### src/sv/plm_pkg.sv
`default_nettype none

package plm_pkg;

    // table depth and register map
    localparam int PLM_TABLE_DEPTH = 128;

    localparam logic [2:0] REG_MODE   = 3'd0;
    localparam logic [2:0] REG_X_PHS  = 3'd1;
    localparam logic [2:0] REG_X_FREQ = 3'd2;
    localparam logic [2:0] REG_X_AMP  = 3'd3;
    localparam logic [2:0] REG_Y_PHS  = 3'd4;
    localparam logic [2:0] REG_Y_FREQ = 3'd5;
    localparam logic [2:0] REG_Y_AMP  = 3'd6;

    // mode_flags bit positions
    localparam int FLAG_ALPHA  = 0;
    localparam int FLAG_SCALE  = 1;
    localparam int FLAG_COSINE = 2;
    localparam int FLAG_SAW    = 3;
    localparam int FLAG_SQUARE = 4;
    localparam int FLAG_SEP_Y  = 5;
    localparam int FLAG_RAND_X = 6;
    localparam int FLAG_RAND_Y = 7;

    localparam logic [15:0] FREQ_RESET = 16'd256;
    localparam logic [15:0] AMP_RESET  = 16'd16384;
    localparam logic signed [18:0] UNITY_Q16 = 19'sd65536;

    // index accumulator: age*freq<<8 + phase*freq + N*rnd fits 49 bits,
    // the whole-step part from bit 16 up is 33 bits, reduced 11 bits per digit
    localparam int ACC_W  = 49;
    localparam int V_W    = 33;
    localparam int DIG_W  = 11;
    localparam int NDIG   = 3;
    localparam int REC_SH = 31;
    localparam int REC_W  = 28;

    // multiply, add, two stages per digit, wave, amplitude, final
    localparam int PLM_CH_STAGES = 5 + 2 * NDIG;

    typedef struct packed {
        logic square;
        logic saw;
        logic cosine;
    } plm_wave_ctl_t;

    localparam logic [63:0] Q30_ONE     = 64'd1073741824;
    localparam logic [63:0] HALF_PI_Q30 = 64'd1686629713;

    // cos(r * pi/2), r in Q0.30 of a quarter turn, result Q30 (nested Taylor)
    function automatic logic signed [63:0] plm_quarter_cos(input logic [63:0] r);
        logic [63:0] x;
        logic [63:0] x2;
        logic [63:0] t;
        x  = (r * HALF_PI_Q30) >> 30;
        x2 = (x * x) >> 30;
        t  = Q30_ONE;
        t  = Q30_ONE - ((x2 * t) >> 30) / 132;
        t  = Q30_ONE - ((x2 * t) >> 30) / 90;
        t  = Q30_ONE - ((x2 * t) >> 30) / 56;
        t  = Q30_ONE - ((x2 * t) >> 30) / 30;
        t  = Q30_ONE - ((x2 * t) >> 30) / 12;
        return $signed(Q30_ONE) - $signed(((x2 * t) >> 30) / 2);
    endfunction

    // raised cosine in Q1.15 from a 32-bit phase (one turn = 2^32)
    function automatic logic [15:0] plm_cos_wave(input logic [63:0] p);
        logic [1:0]         q;
        logic [63:0]        r;
        logic signed [63:0] c;
        logic signed [63:0] v;
        logic [63:0]        w;
        q = p[31:30];
        r = p & (Q30_ONE - 64'd1);
        unique case (q)
            2'd0: c = plm_quarter_cos(r);
            2'd1: c = -plm_quarter_cos(Q30_ONE - r);
            2'd2: c = -plm_quarter_cos(r);
            2'd3: c = plm_quarter_cos(Q30_ONE - r);
        endcase
        v = $signed(Q30_ONE) + c;
        if (v < 0)
        begin
            v = 64'sd0;
        end
        w = ($unsigned(v) + 64'd32768) >> 16;
        if (w > 64'd32768)
        begin
            w = 64'd32768;
        end
        return w[15:0];
    endfunction

endpackage

`default_nettype wire

### src/sv/plm_channel.sv
`default_nettype none

module plm_channel
    import plm_pkg::*;
#(
    parameter int TABLE_DEPTH = PLM_TABLE_DEPTH
)
(
    input  wire logic                       clk,
    input  wire logic [PLM_CH_STAGES-1:0]   stage_en,
    input  wire logic [23:0]                age,
    input  wire logic [15:0]                rnd,
    input  wire logic                       use_rand,
    input  wire logic [23:0]                phase,
    input  wire logic [15:0]                freq,
    input  wire logic [15:0]                amp,
    input  wire plm_wave_ctl_t              wave_ctl,
    output logic signed [18:0]              result
);

    localparam int IW = $clog2(TABLE_DEPTH);
    localparam int TW = IW + DIG_W;
    localparam int PW = TW + REC_W;
    localparam int QW = PW - REC_SH;
    localparam logic [TW-1:0]    NV    = TW'(TABLE_DEPTH);
    localparam logic [10:0]      NR    = 11'(TABLE_DEPTH);
    localparam logic [REC_W-1:0] RECIP = REC_W'((64'd1 << REC_SH) / TABLE_DEPTH);
    localparam int HALF = TABLE_DEPTH / 2;
    localparam int ST_WAVE = 2 + 2 * NDIG;
    localparam int ST_AMP  = ST_WAVE + 1;
    localparam int ST_FIN  = ST_WAVE + 2;

    // waveform tables, built at elaboration
    logic [15:0] cos_tab [TABLE_DEPTH];
    logic [15:0] saw_tab [TABLE_DEPTH];

    for (genvar i = 0; i < TABLE_DEPTH; i++)
    begin : g_tab
        localparam logic [63:0] PH  = (64'(i) << 32) / TABLE_DEPTH;
        localparam logic [15:0] SAW = 16'(((64'(i) << 15) + 64'(HALF)) / TABLE_DEPTH);
        assign cos_tab[i] = plm_cos_wave(PH);
        assign saw_tab[i] = SAW;
    end

    // stage 0: products
    logic [39:0] p_age_reg;
    logic [39:0] p_ph_reg;
    logic [15:0] rnd_reg;

    always_ff @(posedge clk)
    begin
        if (stage_en[0])
        begin
            p_age_reg <= 40'(age) * 40'(freq);
            p_ph_reg  <= 40'(phase) * 40'(freq);
            rnd_reg   <= use_rand ? rnd : 16'd0;
        end
    end

    // stage 1: accumulate, keep the whole table steps
    logic [ACC_W-1:0] acc;
    logic [V_W-1:0]   v_reg;

    assign acc = ACC_W'({p_age_reg, 8'd0}) + ACC_W'(p_ph_reg)
               + ACC_W'(27'(rnd_reg) * 27'(NR));

    always_ff @(posedge clk)
    begin
        if (stage_en[1])
        begin
            v_reg <= acc[ACC_W-1:ACC_W-V_W];
        end
    end

    // mod N, one 11-bit digit per pair of stages: estimate quotient by
    // reciprocal, then subtract q*N with one correction step
    logic [TW-1:0]  ta_reg [NDIG];
    logic [PW-1:0]  pa_reg [NDIG];
    logic [V_W-1:0] va_reg [NDIG];
    logic [V_W-1:0] vb_reg [NDIG];
    logic [IW-1:0]  r_reg  [NDIG];

    for (genvar k = 0; k < NDIG; k++)
    begin : g_dig
        logic [V_W-1:0] v_prev;
        logic [TW-1:0]  t_in;
        logic [QW-1:0]  q;
        logic [TW-1:0]  qn;
        logic [TW-1:0]  rem;
        logic [TW-1:0]  rem_fix;

        if (k == 0)
        begin : g_first
            assign v_prev = v_reg;
            assign t_in   = TW'(v_reg[V_W-1 -: DIG_W]);
        end
        else
        begin : g_next
            assign v_prev = vb_reg[k-1];
            assign t_in   = {r_reg[k-1], vb_reg[k-1][V_W-1-k*DIG_W -: DIG_W]};
        end

        assign q       = pa_reg[k][PW-1:REC_SH];
        assign qn      = TW'(TW'(q) * NV);
        assign rem     = ta_reg[k] - qn;
        assign rem_fix = (rem >= NV) ? rem - NV : rem;

        always_ff @(posedge clk)
        begin
            if (stage_en[2+2*k])
            begin
                ta_reg[k] <= t_in;
                pa_reg[k] <= PW'(t_in) * PW'(RECIP);
                va_reg[k] <= v_prev;
            end
            if (stage_en[3+2*k])
            begin
                r_reg[k]  <= rem_fix[IW-1:0];
                vb_reg[k] <= va_reg[k];
            end
        end
    end

    // wave select: square over saw over cosine
    logic [IW-1:0] idx;
    logic [15:0]   wave_next;
    logic          none_next;
    logic [15:0]   wave_reg;
    logic          none_w_reg;

    assign idx = r_reg[NDIG-1];

    always_comb
    begin
        wave_next = 16'd0;
        none_next = 1'b0;
        priority if (wave_ctl.square)
        begin
            wave_next = (32'(idx) < 32'(HALF)) ? 16'd32768 : 16'd0;
        end
        else if (wave_ctl.saw)
        begin
            wave_next = saw_tab[idx];
        end
        else if (wave_ctl.cosine)
        begin
            wave_next = cos_tab[idx];
        end
        else
        begin
            none_next = 1'b1;
        end
    end

    logic [31:0] prod_reg;
    logic        none_m_reg;
    logic [31:0] prod_rnd;
    logic signed [18:0] res_reg;

    assign prod_rnd = prod_reg + 32'd4096;

    always_ff @(posedge clk)
    begin
        if (stage_en[ST_WAVE])
        begin
            wave_reg   <= wave_next;
            none_w_reg <= none_next;
        end
        if (stage_en[ST_AMP])
        begin
            prod_reg   <= 32'(wave_reg) * 32'(amp);
            none_m_reg <= none_w_reg;
        end
        if (stage_en[ST_FIN])
        begin
            res_reg <= none_m_reg ? UNITY_Q16
                                  : UNITY_Q16 - $signed(prod_rnd[31:13]);
        end
    end

    assign result = res_reg;

endmodule

`default_nettype wire

### src/sv/particle_lfo_modulator.sv
// Throughput: one item per cycle while m_axis_tready is high; the 12-stage
// pipeline collapses bubbles, and while m_axis_tready is low a stage holds
// only when it and every stage after it hold an item.
// Reset (rst_n, async, active low) clears the stage valid bits and loads
// the register defaults; config writes are taken every cycle.
`default_nettype none

module particle_lfo_modulator
    import plm_pkg::*;
#(
    parameter int TABLE_DEPTH = PLM_TABLE_DEPTH
)
(
    input  wire logic        clk,
    input  wire logic        rst_n,
    input  wire logic        s_axis_tvalid,
    output logic             s_axis_tready,
    input  wire logic [39:0] s_axis_tdata,   // particle_age[23:0], random_fraction[39:24]
    output logic             m_axis_tvalid,
    input  wire logic        m_axis_tready,
    output logic [63:0]      m_axis_tdata,   // alpha_value[18:0], scale_x_value[37:19],
                                             // scale_y_value[56:38], zero[63:57]
    output logic [1:0]       m_axis_tuser,   // alpha_write[0], scale_write[1]
    input  wire logic        cfg_valid,
    output logic             cfg_ready,
    input  wire logic [2:0]  cfg_index,
    input  wire logic [23:0] cfg_data
);

    localparam int NS = PLM_CH_STAGES + 1;

    // configuration registers
    logic [7:0]  mode_reg;
    logic [23:0] x_phase_reg;
    logic [15:0] x_freq_reg;
    logic [15:0] x_amp_reg;
    logic [23:0] y_phase_reg;
    logic [15:0] y_freq_reg;
    logic [15:0] y_amp_reg;

    assign cfg_ready = 1'b1;

    always_ff @(posedge clk or negedge rst_n)
    begin
        if (!rst_n)
        begin
            mode_reg    <= 8'd0;
            x_phase_reg <= 24'd0;
            x_freq_reg  <= FREQ_RESET;
            x_amp_reg   <= AMP_RESET;
            y_phase_reg <= 24'd0;
            y_freq_reg  <= FREQ_RESET;
            y_amp_reg   <= AMP_RESET;
        end
        else if (cfg_valid && cfg_ready)
        begin
            unique case (cfg_index)
                REG_MODE:   mode_reg    <= cfg_data[7:0];
                REG_X_PHS:  x_phase_reg <= cfg_data;
                REG_X_FREQ: x_freq_reg  <= cfg_data[15:0];
                REG_X_AMP:  x_amp_reg   <= cfg_data[15:0];
                REG_Y_PHS:  y_phase_reg <= cfg_data;
                REG_Y_FREQ: y_freq_reg  <= cfg_data[15:0];
                REG_Y_AMP:  y_amp_reg   <= cfg_data[15:0];
                default:    ;
            endcase
        end
    end

    // pipeline control: a stage loads when empty or when the next one moves
    logic [NS-1:0] valid_reg;
    logic [NS-1:0] stage_en;

    always_comb
    begin
        stage_en[NS-1] = !valid_reg[NS-1] || m_axis_tready;
        for (int k = NS - 2; k >= 0; k--)
        begin
            stage_en[k] = !valid_reg[k] || stage_en[k+1];
        end
    end

    always_ff @(posedge clk or negedge rst_n)
    begin
        if (!rst_n)
        begin
            valid_reg <= '0;
        end
        else
        begin
            if (stage_en[0])
            begin
                valid_reg[0] <= s_axis_tvalid;
            end
            for (int k = 1; k < NS; k++)
            begin
                if (stage_en[k])
                begin
                    valid_reg[k] <= valid_reg[k-1];
                end
            end
        end
    end

    assign s_axis_tready = stage_en[0];

    plm_wave_ctl_t wave_ctl;
    assign wave_ctl.square = mode_reg[FLAG_SQUARE];
    assign wave_ctl.saw    = mode_reg[FLAG_SAW];
    assign wave_ctl.cosine = mode_reg[FLAG_COSINE];

    logic signed [18:0] fx;
    logic signed [18:0] fy;

    plm_channel #(.TABLE_DEPTH(TABLE_DEPTH)) u_chan_x (
        .clk      (clk),
        .stage_en (stage_en[PLM_CH_STAGES-1:0]),
        .age      (s_axis_tdata[23:0]),
        .rnd      (s_axis_tdata[39:24]),
        .use_rand (mode_reg[FLAG_RAND_X]),
        .phase    (x_phase_reg),
        .freq     (x_freq_reg),
        .amp      (x_amp_reg),
        .wave_ctl (wave_ctl),
        .result   (fx)
    );

    plm_channel #(.TABLE_DEPTH(TABLE_DEPTH)) u_chan_y (
        .clk      (clk),
        .stage_en (stage_en[PLM_CH_STAGES-1:0]),
        .age      (s_axis_tdata[23:0]),
        .rnd      (s_axis_tdata[39:24]),
        .use_rand (mode_reg[FLAG_RAND_Y]),
        .phase    (y_phase_reg),
        .freq     (y_freq_reg),
        .amp      (y_amp_reg),
        .wave_ctl (wave_ctl),
        .result   (fy)
    );

    // output stage
    logic signed [18:0] alpha_reg;
    logic signed [18:0] sx_reg;
    logic signed [18:0] sy_reg;
    logic               aw_reg;
    logic               sw_reg;
    logic               wa;
    logic               ws;
    logic signed [18:0] fy_sel;

    assign wa     = mode_reg[FLAG_ALPHA];
    assign ws     = mode_reg[FLAG_SCALE];
    assign fy_sel = mode_reg[FLAG_SEP_Y] ? fy : fx;

    always_ff @(posedge clk)
    begin
        if (stage_en[NS-1])
        begin
            alpha_reg <= wa ? fx : UNITY_Q16;
            sx_reg    <= ws ? fx : UNITY_Q16;
            sy_reg    <= ws ? fy_sel : UNITY_Q16;
            aw_reg    <= wa;
            sw_reg    <= ws;
        end
    end

    assign m_axis_tvalid = valid_reg[NS-1];
    assign m_axis_tdata  = {7'd0, sy_reg, sx_reg, alpha_reg};
    assign m_axis_tuser  = {sw_reg, aw_reg};

    // input side only stalls when every stage holds an item
    a_full_when_stalled: assert property (
        @(posedge clk) disable iff (!rst_n)
        !s_axis_tready |-> (valid_reg == {NS{1'b1}}))
        else $error("input stalled with an empty stage");

    a_alpha_neutral: assert property (
        @(posedge clk) disable iff (!rst_n)
        (m_axis_tvalid && !mode_reg[FLAG_ALPHA]) |->
            (m_axis_tdata[18:0] == UNITY_Q16 && !m_axis_tuser[0]))
        else $error("alpha not neutral with alpha write off");

    a_scale_neutral: assert property (
        @(posedge clk) disable iff (!rst_n)
        (m_axis_tvalid && !mode_reg[FLAG_SCALE]) |->
            (m_axis_tdata[37:19] == UNITY_Q16 && m_axis_tdata[56:38] == UNITY_Q16))
        else $error("scale not neutral with scale write off");

    a_y_copies_x: assert property (
        @(posedge clk) disable iff (!rst_n)
        (m_axis_tvalid && !mode_reg[FLAG_SEP_Y]) |->
            (m_axis_tdata[56:38] == m_axis_tdata[37:19]))
        else $error("scale y differs from x without separate y");

endmodule

`default_nettype wire
### config.mk
export PLATFORM = sky130hd
export DESIGN_NAME = particle_lfo_modulator
export DESIGN_NICKNAME = d
export VERILOG_FILES = /design/src/sv/plm_pkg.sv /design/src/sv/plm_channel.sv /design/src/sv/particle_lfo_modulator.sv
export SDC_FILE = /design/constraint.sdc
export NUM_CORES = 2
export LEC_CHECK = 0
export BUFFER_PORTS_ARGS = -buffer_cell sky130_fd_sc_hd__buf_2
export CAP_MARGIN = 20
export CORE_UTILIZATION = 40
export DETAILED_ROUTE_END_ITERATION = 12
export PLACE_DENSITY_LB_ADDON = 0.15
export SKIP_LAST_GASP = 1
export SYNTH_ARGS = -nofsm -noshare
export SYNTH_HDL_FRONTEND = slang
export SYNTH_HIERARCHICAL = 1
export SYNTH_SLANG_ARGS = --single-unit
### constraint.sdc
create_clock -name clk -period 8.1 [get_ports clk]
set_input_delay 0.405 -clock clk [delete_from_list [all_inputs] [get_ports clk]]
set_output_delay 0.405 -clock clk [all_outputs]
set_load 0.02 [all_outputs]
==> results.md <==
* Slew headroom at 30.19%
* Max FO, Critical Path at 16
* Top sig layer: met4
* Initial DRC count at 2638
* Metal3 WL at roughly 8500 um
* CP startpoint kind: flip-flop
* Worst slew pin tran at ~1.0 ns
* Vias per cell at between 5 and 6
* Core ar. at 0.1566 mm^2
* Worst path bufs/invs at 4
* Metal2 WL at about 86000 um
* DP HPWL at roughly 130000 um
* Gate Count Post-Synth at 6527
* Hold slack at 0.1049 ns
* Post-DP Area at roughly 0.065 mm^2
* Critical path's largest stage delay at 0.70 ns
* Initial Util at between 40% and 50%
* GRT Total Usage at around 22%
* Synth Area per Inst at a little under 10 um^2
* Vias in the first global route at approximately 46000
* First-pass GRT wire length at 272300 um
* Root buffer cell: clkbuf_16
* Synthesis-to-finish area growth at 6.821%
* Num CTS Buffers at 59
* IO Port Bufs at approximately 120
* Longest Clk Path Bufs at 3
* Final ANT Viol Nets at 0
* CP arrival at 7.43 ns
* Nets at between 7000 and 8000
* Period utilization at a little under nine tenths
* Clock Latency Late Sink at roughly 0.70 ns
* Fin area at just under 0.07 mm^2
* Sink Count at 495
* Core Util, Final at a little over two fifths
* Detailed Routing Iterations Pass 1 at 6
* Min-delay worst type: in2reg
* DRT Wirelength at ~170000 um
* Synth warn at 6
* Placer Congestion at approximately 0.9
* Crit-path cells: and2_1 > fa_1 > inv_1 > fa_1 > inv_1 > fa_1 > fa_1 > fa_1 > inv_1 > fa_1 > inv_1 > ha_1 > nand4_1 > a21oi_1 > a211oi_1 > a21oi_1 > a2111oi_2 > nor3_1 > o211a_1 > nor3_1
* Crit-path slowest cell: edfxtp_1
* RSZ-0062 raised after global routing: no
* Post-CTS Repair Setup Buffers at 0
* Overflow after GRT at 0
* Max Freq at 144.4 MHz
* Worst-path clk slew at 0.06 ns
* Crit path kind: reg2reg
* Chip height at around 400 um
* Critical path's top delay family: adder cells
* Full die area at between 0.15 and 0.2 mm^2
* Share of post-route cells with drive strength above 1 at 7.184%
* H-tree Lvls at 2
* Residual DRC count at 0
* Setup TNS at 0 ns
* Final-report max-slew violation count at 0
* Via Count at 44580
* M1 WL at roughly 75000 um
* Worst Skew at approximately 0.052 ns
* Fin. Hold Viols at 0
* Avg WL per Cell at about 20 um
* Status: finished clean
* Critical path required time at roughly 8.6 ns
* Critical Path Most Common Cell: fa_1
* # IOs at approximately 140
* Final Setup Violations at 0
* Cell Area, Synth at between 0.06 and 0.07 mm^2
* Die X at around 400 um
* Row cnt at ~150
* Min Tclk post-route at between 6 and 7 ns
* Largest net degree at the start of global routing at approximately 100
* Max-cap violations at 0
* Worst setup EP type: flip-flop
* Initial antenna violation count at 8
* CTS tree: built
layout make-up:
type                            count  area [um^2]
Multi-Input combinational cell   4533        43160
Tap cell                         2058         2575
Clock inverter                     45        473.0
Antenna cell                        3        7.507
Timing Repair Buffer              190         1167
Fill cell                       15310        89090
Clock buffer                       67         1538
Sequential cell                   495        14220
Inverter                         1157         4343
metrics by stage:
step | setup WS [ns] | instances
after floorplan | 1.950 | 6533
after global placement | 1.135 | 8424
after detailed placement | 1.108 | 8425
after CTS | 1.102 | 8545
after global routing | 0.7917 | 8546
final | 1.174 | 8548
per-layer routing:
metal / vias up / track usage (%)
met4: 0 / 7.150
li1: 20460 / -
met3: 239 / 2.570
met5: - / 0
met2: 1120 / 37.81
met1: 22760 / 29.14
placed cells by master, fill, tap and decap left out, drive strengths merged, types with 14 or more instances in the layout:
master	count
mux2i	26
mux4	14
ha	478
and3	18
o31ai	15
inv	1165
a21oi	181
o211ai	30
nand2b	31
o21ai	151
dfrtp	126
xor2	69
fa	904
mux2	125
a311oi	21
and2	621
nor2	213
buf	182
a221oi	19
nand3	60
nand2	873
nor4	14
nor2b	49
clkinv	25
clkbuf	67
a31oi	28
nand4	33
a21o	32
xnor2	202
nor3	63
a211oi	44
edfxtp	365
final timing paths:
check	start	end	slack, ns	cells past startpoint
setup reg to reg	u_chan_x/wave_reg[9]$_SDFFCE_PP0P_	u_chan_x/prod_reg[31]$_DFFE_PP_	1.17	20
hold reg to reg	u_chan_y/vb_reg[0][0]$_DFFE_PP_	u_chan_y/va_reg[0][33]$_DFFE_PP_	0.41	0
setup / recovery	u_chan_x/wave_reg[9]$_SDFFCE_PP0P_	u_chan_x/prod_reg[31]$_DFFE_PP_	1.17	20
max in group asynchronous	rst_n	valid_reg[4]$_DFFE_PN0P_	6.37	3
min in group asynchronous	rst_n	y_phase_reg[18]$_DFFE_PN0P_	0.27	2
hold / removal	s_axis_tdata[32]	u_chan_x/rnd_reg[8]$_SDFFCE_PN0P_	0.10	2
timing repair:
| action | in CTS | in global routing |
|---|---|---|
| endpoints found under the hold margin | 84 | 0 |
| resized for setup | 0 | 0 |
| hold buffers | 8 | 0 |
Power is not shown: default switching activity piles up to over one toggle a cycle in this logic, so the estimate is an artifact.
